--- config.mk ---
export PLATFORM = sky130hd
export DESIGN_NAME = best_fit_buffer_pool
export DESIGN_NICKNAME = d
export VERILOG_FILES = /design/src/rtl/bfbp_pkg.sv /design/src/rtl/best_fit_buffer_pool.sv /design/src/rtl/bfbp_ram.sv /design/src/rtl/bfbp_datapath.sv /design/src/rtl/bfbp_ctrl.sv
export SDC_FILE = /design/constraint.sdc
export NUM_CORES = 2
export LEC_CHECK = 0
export BUFFER_PORTS_ARGS = -buffer_cell sky130_fd_sc_hd__buf_4
export CAP_MARGIN = 10
export CORE_ASPECT_RATIO = 0.7
export CORE_MARGIN = 1.5
export CORE_UTILIZATION = 47
export DETAILED_ROUTE_END_ITERATION = 10
export PLACE_DENSITY_LB_ADDON = 0.12
export SYNTH_ARGS = -nofsm -noshare
export SYNTH_HDL_FRONTEND = slang
export SYNTH_HIERARCHICAL = 1
export SYNTH_SLANG_ARGS = --single-unit
export TNS_END_PERCENT = 100
--- constraint.sdc ---
create_clock -name clk -period 8.6 [get_ports clk]
set_input_delay 0.86 -clock clk [delete_from_list [all_inputs] [get_ports clk]]
set_output_delay 0.86 -clock clk [all_outputs]
set_load 0.01 [all_outputs]
--- src/rtl/bfbp_pkg.sv ---
// ----------------------------------------------------------------------------
// bfbp_pkg: shared types and constants of the best-fit buffer pool
// Pool and pending stack sizes, field widths, operation and status codes, and
// the command/status bundles between controller and datapath.
// ----------------------------------------------------------------------------
`default_nettype none

package bfbp_pkg;

  localparam int POOL_SLOTS    = 16;
  localparam int PENDING_DEPTH = 16;

  localparam int HANDLE_W = 16;
  localparam int SIZE_W   = 24;
  localparam int ENTRY_W  = HANDLE_W + SIZE_W;
  localparam int COUNT_W  = 5;
  localparam int KIND_W   = 2;
  localparam int STATUS_W = 2;

  localparam int IDX_W  = $clog2(POOL_SLOTS);
  localparam int CNT_W  = $clog2(POOL_SLOTS + 1);
  localparam int PIDX_W = $clog2(PENDING_DEPTH);
  localparam int PCNT_W = $clog2(PENDING_DEPTH + 1);

  typedef enum logic [KIND_W-1:0] {
    KIND_ACQUIRE = 2'd0,
    KIND_RETURN  = 2'd1,
    KIND_DEFER   = 2'd2,
    KIND_FLUSH   = 2'd3
  } kind_t;

  typedef enum logic [STATUS_W-1:0] {
    ST_OK        = 2'd0,
    ST_NO_FIT    = 2'd1,
    ST_POOL_FULL = 2'd2,
    ST_PEND_FULL = 2'd3
  } status_t;

  // Controller to datapath
  typedef struct packed {
    logic capture;   // latch the input transaction, clear scan state
    logic scan;      // walk the slot store, one slot a cycle
    logic fl_put;    // move the stack top into the pool
    logic exec;      // apply the operation, form status
    logic load_out;  // load the result register
  } cmd_t;

  // Datapath to controller
  typedef struct packed {
    logic scan_done;    // last slot evaluated this cycle
    logic stack_empty;
    logic stack_last;   // exactly one pending entry left
  } stat_t;

endpackage

`default_nettype wire

--- src/rtl/best_fit_buffer_pool.sv ---
// ----------------------------------------------------------------------------
// best_fit_buffer_pool: best-fit free-buffer pool with a pending stack
// Acquire, return, defer and flush transactions on a valid/ready channel,
// one result transaction for each.
// ----------------------------------------------------------------------------
// Usage:
//   Input channel (in_valid/in_ready) carries kind, buffer_handle, buffer_size
//   and request_size. Output channel (out_valid/out_ready) carries status,
//   got_handle, got_size, free_count and pending_count, one result per input.
//   One transaction is in flight at a time; in_ready is high only while idle.
//   Steps from acceptance to out_valid:
//     acquire         the slot RAM is read one slot a cycle for the
//                     best-fit scan, then the update
//     return, defer   the update alone
//     flush           for each of the N pending entries a pending RAM
//                     read, then a slot write; then the update
//   Reset (rst, synchronous) empties the pool and the pending stack at once;
//   no clearing pass runs, and the block accepts input right after reset.
//   A stalled receiver holds the result in the output register; the next
//   transaction may be accepted and worked on meanwhile, and its result
//   waits until the held one is taken.
// ----------------------------------------------------------------------------
`default_nettype none

module best_fit_buffer_pool (
  input  wire logic                          clk,
  input  wire logic                          rst,
  input  wire logic                          in_valid,
  output logic                               in_ready,
  input  wire logic [bfbp_pkg::KIND_W-1:0]   kind,
  input  wire logic [bfbp_pkg::HANDLE_W-1:0] buffer_handle,
  input  wire logic [bfbp_pkg::SIZE_W-1:0]   buffer_size,
  input  wire logic [bfbp_pkg::SIZE_W-1:0]   request_size,
  output logic                               out_valid,
  input  wire logic                          out_ready,
  output logic [bfbp_pkg::STATUS_W-1:0]      status,
  output logic [bfbp_pkg::HANDLE_W-1:0]      got_handle,
  output logic [bfbp_pkg::SIZE_W-1:0]        got_size,
  output logic [bfbp_pkg::COUNT_W-1:0]       free_count,
  output logic [bfbp_pkg::COUNT_W-1:0]       pending_count
);

  // Command and status bundles between the sequencer and the datapath
  bfbp_pkg::cmd_t  cmd;
  bfbp_pkg::stat_t stat;

  // Sequencer: owns in_ready and out_valid
  bfbp_ctrl u_ctrl (
    .clk       (clk),
    .rst       (rst),
    .in_valid  (in_valid),
    .in_ready  (in_ready),
    .kind      (kind),
    .out_valid (out_valid),
    .out_ready (out_ready),
    .cmd       (cmd),
    .stat      (stat)
  );

  // Datapath: slot and pending RAMs, scan, result register
  bfbp_datapath u_datapath (
    .clk           (clk),
    .rst           (rst),
    .cmd           (cmd),
    .stat          (stat),
    .kind          (kind),
    .buffer_handle (buffer_handle),
    .buffer_size   (buffer_size),
    .request_size  (request_size),
    .status        (status),
    .got_handle    (got_handle),
    .got_size      (got_size),
    .free_count    (free_count),
    .pending_count (pending_count)
  );

endmodule

`default_nettype wire

--- src/rtl/bfbp_ram.sv ---
// ----------------------------------------------------------------------------
// bfbp_ram: generic single-write, single-read RAM
// One write port, one read port with registered read data.
// ----------------------------------------------------------------------------
`default_nettype none

module bfbp_ram #(
  parameter int WIDTH = 8,
  parameter int DEPTH = 16
) (
  input  wire logic                     clk,
  input  wire logic                     we,
  input  wire logic [$clog2(DEPTH)-1:0] waddr,
  input  wire logic [WIDTH-1:0]         wdata,
  input  wire logic [$clog2(DEPTH)-1:0] raddr,
  output logic      [WIDTH-1:0]         rdata
);

  logic [WIDTH-1:0] mem [DEPTH];

  always_ff @(posedge clk) begin
    if (we) begin
      mem[waddr] <= wdata;
    end
    rdata <= mem[raddr];
  end

endmodule

`default_nettype wire

--- src/rtl/bfbp_datapath.sv ---
// ----------------------------------------------------------------------------
// bfbp_datapath: slot store, pending stack and best-fit scan
// Holds slot valid bits and counts, scans the slot RAM for the best fit, and
// forms the result register under controller commands.
// ----------------------------------------------------------------------------
`default_nettype none

module bfbp_datapath (
  input  wire logic                             clk,
  input  wire logic                             rst,
  input  wire bfbp_pkg::cmd_t                   cmd,
  output bfbp_pkg::stat_t                       stat,
  input  wire logic [bfbp_pkg::KIND_W-1:0]      kind,
  input  wire logic [bfbp_pkg::HANDLE_W-1:0]    buffer_handle,
  input  wire logic [bfbp_pkg::SIZE_W-1:0]      buffer_size,
  input  wire logic [bfbp_pkg::SIZE_W-1:0]      request_size,
  output logic      [bfbp_pkg::STATUS_W-1:0]    status,
  output logic      [bfbp_pkg::HANDLE_W-1:0]    got_handle,
  output logic      [bfbp_pkg::SIZE_W-1:0]      got_size,
  output logic      [bfbp_pkg::COUNT_W-1:0]     free_count,
  output logic      [bfbp_pkg::COUNT_W-1:0]     pending_count
);

  // Latched transaction
  bfbp_pkg::kind_t                   kind_q;
  logic [bfbp_pkg::HANDLE_W-1:0]     handle_q;
  logic [bfbp_pkg::SIZE_W-1:0]       size_q;
  logic [bfbp_pkg::SIZE_W-1:0]       req_q;

  // Pool and stack bookkeeping
  logic [bfbp_pkg::POOL_SLOTS-1:0]   valid_q;
  logic [bfbp_pkg::CNT_W-1:0]        pool_cnt;
  logic [bfbp_pkg::PCNT_W-1:0]       stack_cnt;
  logic                              drop_q;

  // Scan state
  logic [bfbp_pkg::IDX_W-1:0]        scan_idx;
  logic                              issue_done;
  logic                              eval_vld;
  logic [bfbp_pkg::IDX_W-1:0]        eval_idx;
  logic                              found;
  logic [bfbp_pkg::IDX_W-1:0]        best_idx;
  logic [bfbp_pkg::HANDLE_W-1:0]     best_handle;
  logic [bfbp_pkg::SIZE_W-1:0]       best_size;

  // Operation result
  bfbp_pkg::status_t                 res_status;
  logic [bfbp_pkg::HANDLE_W-1:0]     res_handle;
  logic [bfbp_pkg::SIZE_W-1:0]       res_size;

  // Memory ports
  logic [bfbp_pkg::ENTRY_W-1:0]      slot_rdata;
  logic [bfbp_pkg::ENTRY_W-1:0]      slot_wdata;
  logic                              slot_we;
  logic [bfbp_pkg::ENTRY_W-1:0]      pend_rdata;
  logic                              pend_we;
  logic [bfbp_pkg::PIDX_W-1:0]       pend_waddr;
  logic [bfbp_pkg::PIDX_W-1:0]       pend_raddr;

  logic [bfbp_pkg::HANDLE_W-1:0]     rd_handle;
  logic [bfbp_pkg::SIZE_W-1:0]       rd_size;
  logic [bfbp_pkg::IDX_W-1:0]        free_idx;
  logic                              pool_full;
  logic                              stack_full;
  logic                              put_ok;
  logic                              acq_hit;

  // Lowest free slot
  always_comb begin
    free_idx = '0;
    for (int i = bfbp_pkg::POOL_SLOTS - 1; i >= 0; i--) begin
      if (!valid_q[i]) begin
        free_idx = bfbp_pkg::IDX_W'(i);
      end
    end
  end

  assign pool_full  = (pool_cnt == bfbp_pkg::CNT_W'(bfbp_pkg::POOL_SLOTS));
  assign stack_full = (stack_cnt == bfbp_pkg::PCNT_W'(bfbp_pkg::PENDING_DEPTH));
  assign rd_handle  = slot_rdata[bfbp_pkg::ENTRY_W-1:bfbp_pkg::SIZE_W];
  assign rd_size    = slot_rdata[bfbp_pkg::SIZE_W-1:0];
  assign acq_hit    = (kind_q == bfbp_pkg::KIND_ACQUIRE) && found;

  // A return or a flush entry lands in the lowest free slot
  assign put_ok  = !pool_full &&
                   ((cmd.exec && kind_q == bfbp_pkg::KIND_RETURN) || cmd.fl_put);
  assign slot_we = put_ok;
  assign slot_wdata = cmd.fl_put ? pend_rdata : {handle_q, size_q};

  assign pend_we    = cmd.exec && kind_q == bfbp_pkg::KIND_DEFER && !stack_full;
  assign pend_waddr = bfbp_pkg::PIDX_W'(stack_cnt);
  assign pend_raddr = bfbp_pkg::PIDX_W'(stack_cnt - bfbp_pkg::PCNT_W'(1));

  bfbp_ram #(
    .WIDTH (bfbp_pkg::ENTRY_W),
    .DEPTH (bfbp_pkg::POOL_SLOTS)
  ) u_slot_ram (
    .clk   (clk),
    .we    (slot_we),
    .waddr (free_idx),
    .wdata (slot_wdata),
    .raddr (scan_idx),
    .rdata (slot_rdata)
  );

  bfbp_ram #(
    .WIDTH (bfbp_pkg::ENTRY_W),
    .DEPTH (bfbp_pkg::PENDING_DEPTH)
  ) u_pend_ram (
    .clk   (clk),
    .we    (pend_we),
    .waddr (pend_waddr),
    .wdata ({handle_q, size_q}),
    .raddr (pend_raddr),
    .rdata (pend_rdata)
  );

  assign stat.scan_done   = eval_vld && (eval_idx == bfbp_pkg::IDX_W'(bfbp_pkg::POOL_SLOTS - 1));
  assign stat.stack_empty = (stack_cnt == '0);
  assign stat.stack_last  = (stack_cnt == bfbp_pkg::PCNT_W'(1));

  // Transaction latch, best-fit candidate and result (no reset needed)
  always_ff @(posedge clk) begin
    if (cmd.capture) begin
      kind_q   <= bfbp_pkg::kind_t'(kind);
      handle_q <= buffer_handle;
      size_q   <= buffer_size;
      req_q    <= request_size;
      found    <= 1'b0;
    end else if (eval_vld && valid_q[eval_idx] && rd_size >= req_q &&
                 (!found || rd_size < best_size)) begin
      found       <= 1'b1;
      best_idx    <= eval_idx;
      best_handle <= rd_handle;
      best_size   <= rd_size;
    end

    if (cmd.exec) begin
      res_handle <= acq_hit ? best_handle : '0;
      res_size   <= acq_hit ? best_size : '0;
      unique case (kind_q)
        bfbp_pkg::KIND_ACQUIRE: begin
          res_status <= found ? bfbp_pkg::ST_OK : bfbp_pkg::ST_NO_FIT;
        end
        bfbp_pkg::KIND_RETURN: begin
          res_status <= pool_full ? bfbp_pkg::ST_POOL_FULL : bfbp_pkg::ST_OK;
        end
        bfbp_pkg::KIND_DEFER: begin
          res_status <= stack_full ? bfbp_pkg::ST_PEND_FULL : bfbp_pkg::ST_OK;
        end
        bfbp_pkg::KIND_FLUSH: begin
          res_status <= drop_q ? bfbp_pkg::ST_POOL_FULL : bfbp_pkg::ST_OK;
        end
        default: res_status <= bfbp_pkg::ST_OK;
      endcase
    end

    if (cmd.load_out) begin
      status        <= res_status;
      got_handle    <= res_handle;
      got_size      <= res_size;
      free_count    <= bfbp_pkg::COUNT_W'(pool_cnt);
      pending_count <= bfbp_pkg::COUNT_W'(stack_cnt);
    end
  end

  // Control state
  always_ff @(posedge clk) begin
    if (rst) begin
      valid_q    <= '0;
      pool_cnt   <= '0;
      stack_cnt  <= '0;
      drop_q     <= 1'b0;
      scan_idx   <= '0;
      issue_done <= 1'b0;
      eval_vld   <= 1'b0;
      eval_idx   <= '0;
    end else begin
      if (cmd.capture) begin
        scan_idx   <= '0;
        issue_done <= 1'b0;
        eval_vld   <= 1'b0;
        drop_q     <= 1'b0;
      end else if (cmd.scan && !issue_done) begin
        scan_idx   <= bfbp_pkg::IDX_W'(scan_idx + 1'b1);
        issue_done <= (scan_idx == bfbp_pkg::IDX_W'(bfbp_pkg::POOL_SLOTS - 1));
        eval_vld   <= 1'b1;
        eval_idx   <= scan_idx;
      end else begin
        eval_vld <= 1'b0;
      end

      // Release the chosen slot on a successful acquire
      if (cmd.exec && acq_hit) begin
        valid_q[best_idx] <= 1'b0;
        pool_cnt          <= pool_cnt - 1'b1;
      end

      if (put_ok) begin
        valid_q[free_idx] <= 1'b1;
        pool_cnt          <= pool_cnt + 1'b1;
      end

      if (pend_we) begin
        stack_cnt <= stack_cnt + 1'b1;
      end

      if (cmd.fl_put) begin
        stack_cnt <= stack_cnt - 1'b1;
        if (pool_full) drop_q <= 1'b1;
      end
    end
  end

  a_pool_cnt_matches_valid: assert property (@(posedge clk) disable iff (rst)
    pool_cnt == bfbp_pkg::CNT_W'($countones(valid_q)))
    else $error("pool count disagrees with slot valid bits");

  a_stack_bounded: assert property (@(posedge clk) disable iff (rst)
    stack_cnt <= bfbp_pkg::PCNT_W'(bfbp_pkg::PENDING_DEPTH))
    else $error("pending stack overran its depth");

  a_put_needs_free_slot: assert property (@(posedge clk) disable iff (rst)
    put_ok |-> !valid_q[free_idx])
    else $error("buffer written over an occupied slot");

  a_flush_pops_nonempty: assert property (@(posedge clk) disable iff (rst)
    cmd.fl_put |-> stack_cnt != '0)
    else $error("flush popped an empty stack");

endmodule

`default_nettype wire

--- src/rtl/bfbp_ctrl.sv ---
// ----------------------------------------------------------------------------
// bfbp_ctrl: sequencing state machine of the buffer pool
// Accepts one transaction at a time, steps the datapath through scan, flush
// and update, and owns the output valid.
// ----------------------------------------------------------------------------
`default_nettype none

module bfbp_ctrl (
  input  wire logic                        clk,
  input  wire logic                        rst,
  input  wire logic                        in_valid,
  output logic                             in_ready,
  input  wire logic [bfbp_pkg::KIND_W-1:0] kind,
  output logic                             out_valid,
  input  wire logic                        out_ready,
  output bfbp_pkg::cmd_t                   cmd,
  input  wire bfbp_pkg::stat_t             stat
);

  typedef enum logic [2:0] {
    S_IDLE,
    S_ACQ,
    S_FL_RD,
    S_FL_PUT,
    S_EXEC,
    S_DONE
  } state_t;

  state_t state;
  logic   out_free;

  assign in_ready = (state == S_IDLE);
  assign out_free = !out_valid || out_ready;

  always_comb begin
    cmd          = '0;
    cmd.capture  = (state == S_IDLE) && in_valid;
    cmd.scan     = (state == S_ACQ);
    cmd.fl_put   = (state == S_FL_PUT);
    cmd.exec     = (state == S_EXEC);
    cmd.load_out = (state == S_DONE) && out_free;
  end

  always_ff @(posedge clk) begin
    if (rst) begin
      state     <= S_IDLE;
      out_valid <= 1'b0;
    end else begin
      // Raise valid with a fresh result, else drop it once taken
      if (state == S_DONE && out_free) begin
        out_valid <= 1'b1;
      end else if (out_ready) begin
        out_valid <= 1'b0;
      end

      unique case (state)
        S_IDLE: begin
          if (in_valid) begin
            unique case (bfbp_pkg::kind_t'(kind))
              bfbp_pkg::KIND_ACQUIRE: state <= S_ACQ;
              bfbp_pkg::KIND_FLUSH:   state <= stat.stack_empty ? S_EXEC : S_FL_RD;
              default:                state <= S_EXEC;
            endcase
          end
        end
        S_ACQ: begin
          if (stat.scan_done) state <= S_EXEC;
        end
        S_FL_RD: begin
          state <= S_FL_PUT;
        end
        S_FL_PUT: begin
          state <= stat.stack_last ? S_EXEC : S_FL_RD;
        end
        S_EXEC: begin
          state <= S_DONE;
        end
        S_DONE: begin
          if (out_free) state <= S_IDLE;
        end
        default: state <= S_IDLE;
      endcase
    end
  end

  a_result_waits_for_sink: assert property (@(posedge clk) disable iff (rst)
    (state == S_DONE && out_valid && !out_ready) |=> state == S_DONE)
    else $error("result loaded over an untaken one");

  a_idle_only_when_accepting: assert property (@(posedge clk) disable iff (rst)
    cmd.capture |=> state != S_IDLE)
    else $error("accepted transaction was not started");

  a_load_raises_valid: assert property (@(posedge clk) disable iff (rst)
    cmd.load_out |=> out_valid)
    else $error("result loaded without raising valid");

endmodule

`default_nettype wire
==> impl_metrics.json <==
{
  "post_synth_num_cell_types": 67,
  "cts_tree": "done",
  "grt_pass1_vias": 29200,
  "final_cells": 4900,
  "status": "finished, final reports clean",
  "max_slew.worst_pin.slew_ps": 1181,
  "grt_use_total_pct": 21.29,
  "first_pass_iters": 7,
  "finalHoldViolations": 0,
  "grt_setup_unrepaired": "no",
  "die_y_microns": 303.9,
  "drc": 0,
  "path_clk_slew_ps": 60,
  "clkPwrFrac_pct": 40.2,
  "cts_buffers": 153,
  "avgSynthCellArea_sq_um": 21.48,
  "synth_area_sq_um": 60800,
  "antenna_found_initial": 3,
  "core_sq_um": 128400,
  "synth_most_common_cell": "edfxtp_1",
  "period_minus_slack_ps": 4380,
  "synth.largest_area_cell": "edfxtp_1",
  "hp-class": "in -> reg",
  "h-tree-depth": 4,
  "die_area_sq_um": 131600,
  "seqPwrFrac_pct": 54.8,
  "nNetsFinal": 3160,
  "finalWirelength_microns": 138100,
  "port_buffers": 123,
  "yosys_most_used_dff": "edfxtp_1",
  "ys_seq_area_share_pct": 77.31,
  "pin_count": 124,
  "ctsHoldBuffers": 0,
  "gp_congestion": 0.8307,
  "drv_slew": 0,
  "combPwrFrac_pct": 5.0,
  "ys_warn_count": 6,
  "crit_type": "reg -> reg",
  "async_flop_share_pct": 0,
  "period_share_pct": 50.93,
  "fin_area_sq_um": 68620,
  "placed_area_sq_um": 63740,
  "first_iter_violations": 3094,
  "tns_ps": 0,
  "insertion_delay_ps": 780,
  "required_ps": 9010,
  "fin_skew_ps": 20.58,
  "yosysTopAreaCellShare_pct": 73.29,
  "fmax_ghz": 0.2283,
  "cts_resized": 0,
  "postLayoutCoreUtil_pct": 53.44,
  "grt_pass1_wl_microns": 201500,
  "synth_edf_count": 1484,
  "antennaDiodeCount": 0,
  "detail_route.wl_per_cell_microns": 28.19,
  "p_int_uw": 12840,
  "p_per_area_nw_per_um2": 237.4,
  "clock-root-buffer": "clkbuf_16",
  "peakVddDrop_v": 0.0001776,
  "ant_nets": 0,
  "clock-sinks": 1606,
  "start_util_pct": 47.35,
  "switchingPower_uw": 3449,
  "p_leak_uw": 0.02257,
  "arrival_ps": 4790,
  "drive_gt1_share_pct": 21.97,
  "cts_buffer_depth": 3,
  "cts_setup_buffers": 0,
  "routed-via-count": 28810,
  "dp_hpwl_microns": 72870,
  "netlist_instances": 2831,
  "critPathLaunchType": "flop",
  "maxCapViolations": 0,
  "path_max_fanout": 48,
  "vias_per_cell": 5.879,
  "synth_area_leaders": "edfxtp_1 (73%), mux4_2 (7.4%), mux4_1 (5.3%)",
  "grt_max_degree": 135,
  "cp-end-kind": "flop",
  "sw_frac_of_total_pct": 21.17,
  "ys_seq_elements": 1606,
  "die_x_microns": 432.9,
  "syn_nets": 2957,
  "p_total_uw": 16290,
  "fp-row-count": 110,
  "overflow": 0,
  "setup-violations-final": 0,
  "synthToLayoutAreaGrowth_pct": 12.85,
  "place_inst": 4615,
  "synth_common_cells": "edfxtp_1 (1484), mux4_2 (201), a22oi_1 (161)",
  "relSlewSlack_pct": 21.29
}
## power by group through the flow
stage               logic, uW  registers (uW)  clock network, uW
global placement          811            9090                  0
CTS                       831            8940               6700
detailed placement        827            9100                  0
finish                    815            8930               6540
floorplan                 604            9020                  0
global route              888            8950               7000
## registers in the layout, summed over array words and instances (netlist names), 3 cells and up
signal                       cells
u_datapath/eval_idx              4
u_datapath/stack_cnt             5
u_datapath/u_slot_ram/rdata     40
u_datapath/u_pend_ram/mem      640
u_datapath/best_idx              4
u_datapath/res_handle           16
u_ctrl/state                     3
u_datapath/size_q               24
u_datapath/u_pend_ram/rdata     40
u_datapath/free_count            5
u_datapath/pool_cnt              5
u_datapath/best_handle          16
u_datapath/got_handle           16
u_datapath/valid_q              16
u_datapath/best_size            24
u_datapath/got_size             24
u_datapath/handle_q             16
u_datapath/scan_idx              4
u_datapath/req_q                24
u_datapath/res_size             24
u_datapath/u_slot_ram/mem      640
u_datapath/pending_count         5
## placed cells by master (no fill, tap or decap), types with 9 or more instances in the layout
| cell type | instances |
|---|---|
| a21oi_1 | 22 |
| a22oi_1 | 161 |
| and2_1 | 42 |
| buf_4 | 175 |
| clkbuf_1 | 48 |
| clkbuf_16 | 157 |
| clkbuf_8 | 21 |
| clkinv_1 | 18 |
| clkinv_2 | 24 |
| dfxtp_1 | 120 |
| edfxtp_1 | 1484 |
| ha_1 | 55 |
| inv_1 | 66 |
| mux2_2 | 40 |
| mux2i_1 | 10 |
| mux4_1 | 123 |
| mux4_2 | 201 |
| nand2_1 | 113 |
| nand2b_1 | 9 |
| nand3_1 | 12 |
| nand4_1 | 11 |
| nor2_1 | 36 |
| nor2_4 | 26 |
| nor3_1 | 13 |
| nor3_2 | 9 |
| o211ai_1 | 9 |
| o21ai_0 | 22 |
| xor2_1 | 9 |
## stage by stage
step / hold slack, ps / worst slack (ps)
after floorplan: 385.5 / 262.6
after global placement: 391.3 / 4228
after detailed placement: 388.7 / 4135
after CTS: 193.6 / 4134
after global routing: 210.7 / 3930
final: 259.0 / 4220
## worst max-delay path: stages (launching register included)
cell and delay (ps):
dfxtp_1 570, and3_2 260, buf_4 680, o21ai_1 440, inv_1 370, nand3b_1 340, nor2_4 810, buf_4 520
## cell families (layout without fill, tap and decap cells)
family          after synthesis  count (layout)  synth area share, %
xor+xnor                     13              13               0.1873
buf+inv                     197             530                1.908
fa+ha+maj                    56              56                1.165
mux                         374             374                13.67
simple gates                318             318                2.576
flops                      1606            1606                77.31
compound gates              267             267                3.194
## cell type report
type,instances,area [sq um]
Fill cell,9822,59790
Tap cell,1736,2172
Timing Repair Buffer,177,1354
Inverter,68,267.8
Multi-Input combinational cell,1028,12940
Clock inverter,59,476.7
Clock buffer,226,4398
Sequential cell,1606,47010
## metal layers
layer	GRT usage, %	part of all wire (%)	vias to the layer above
li1	-	-	12220
met1	32.58	47	15450
met2	32.13	46	950
met3	3.516	6.0	187
met4	5.151	1.8	0
met5	0	0	-
## path summary, 6_finish.rpt
path	depth (start not counted)	endpoint	slack, ps	startpoint
setup reg to reg	7	u_datapath/u_slot_ram/mem[10][28]	4220	u_ctrl/state[0]
setup / recovery	7	u_datapath/u_slot_ram/mem[10][28]	4220	u_ctrl/state[0]
hold reg to reg	0	u_datapath/best_handle[7]	390	u_datapath/u_slot_ram/rdata[31]
hold / removal	1	u_datapath/handle_q[0]	260	buffer_handle[0]
Power figures use the tool's default switching activity.
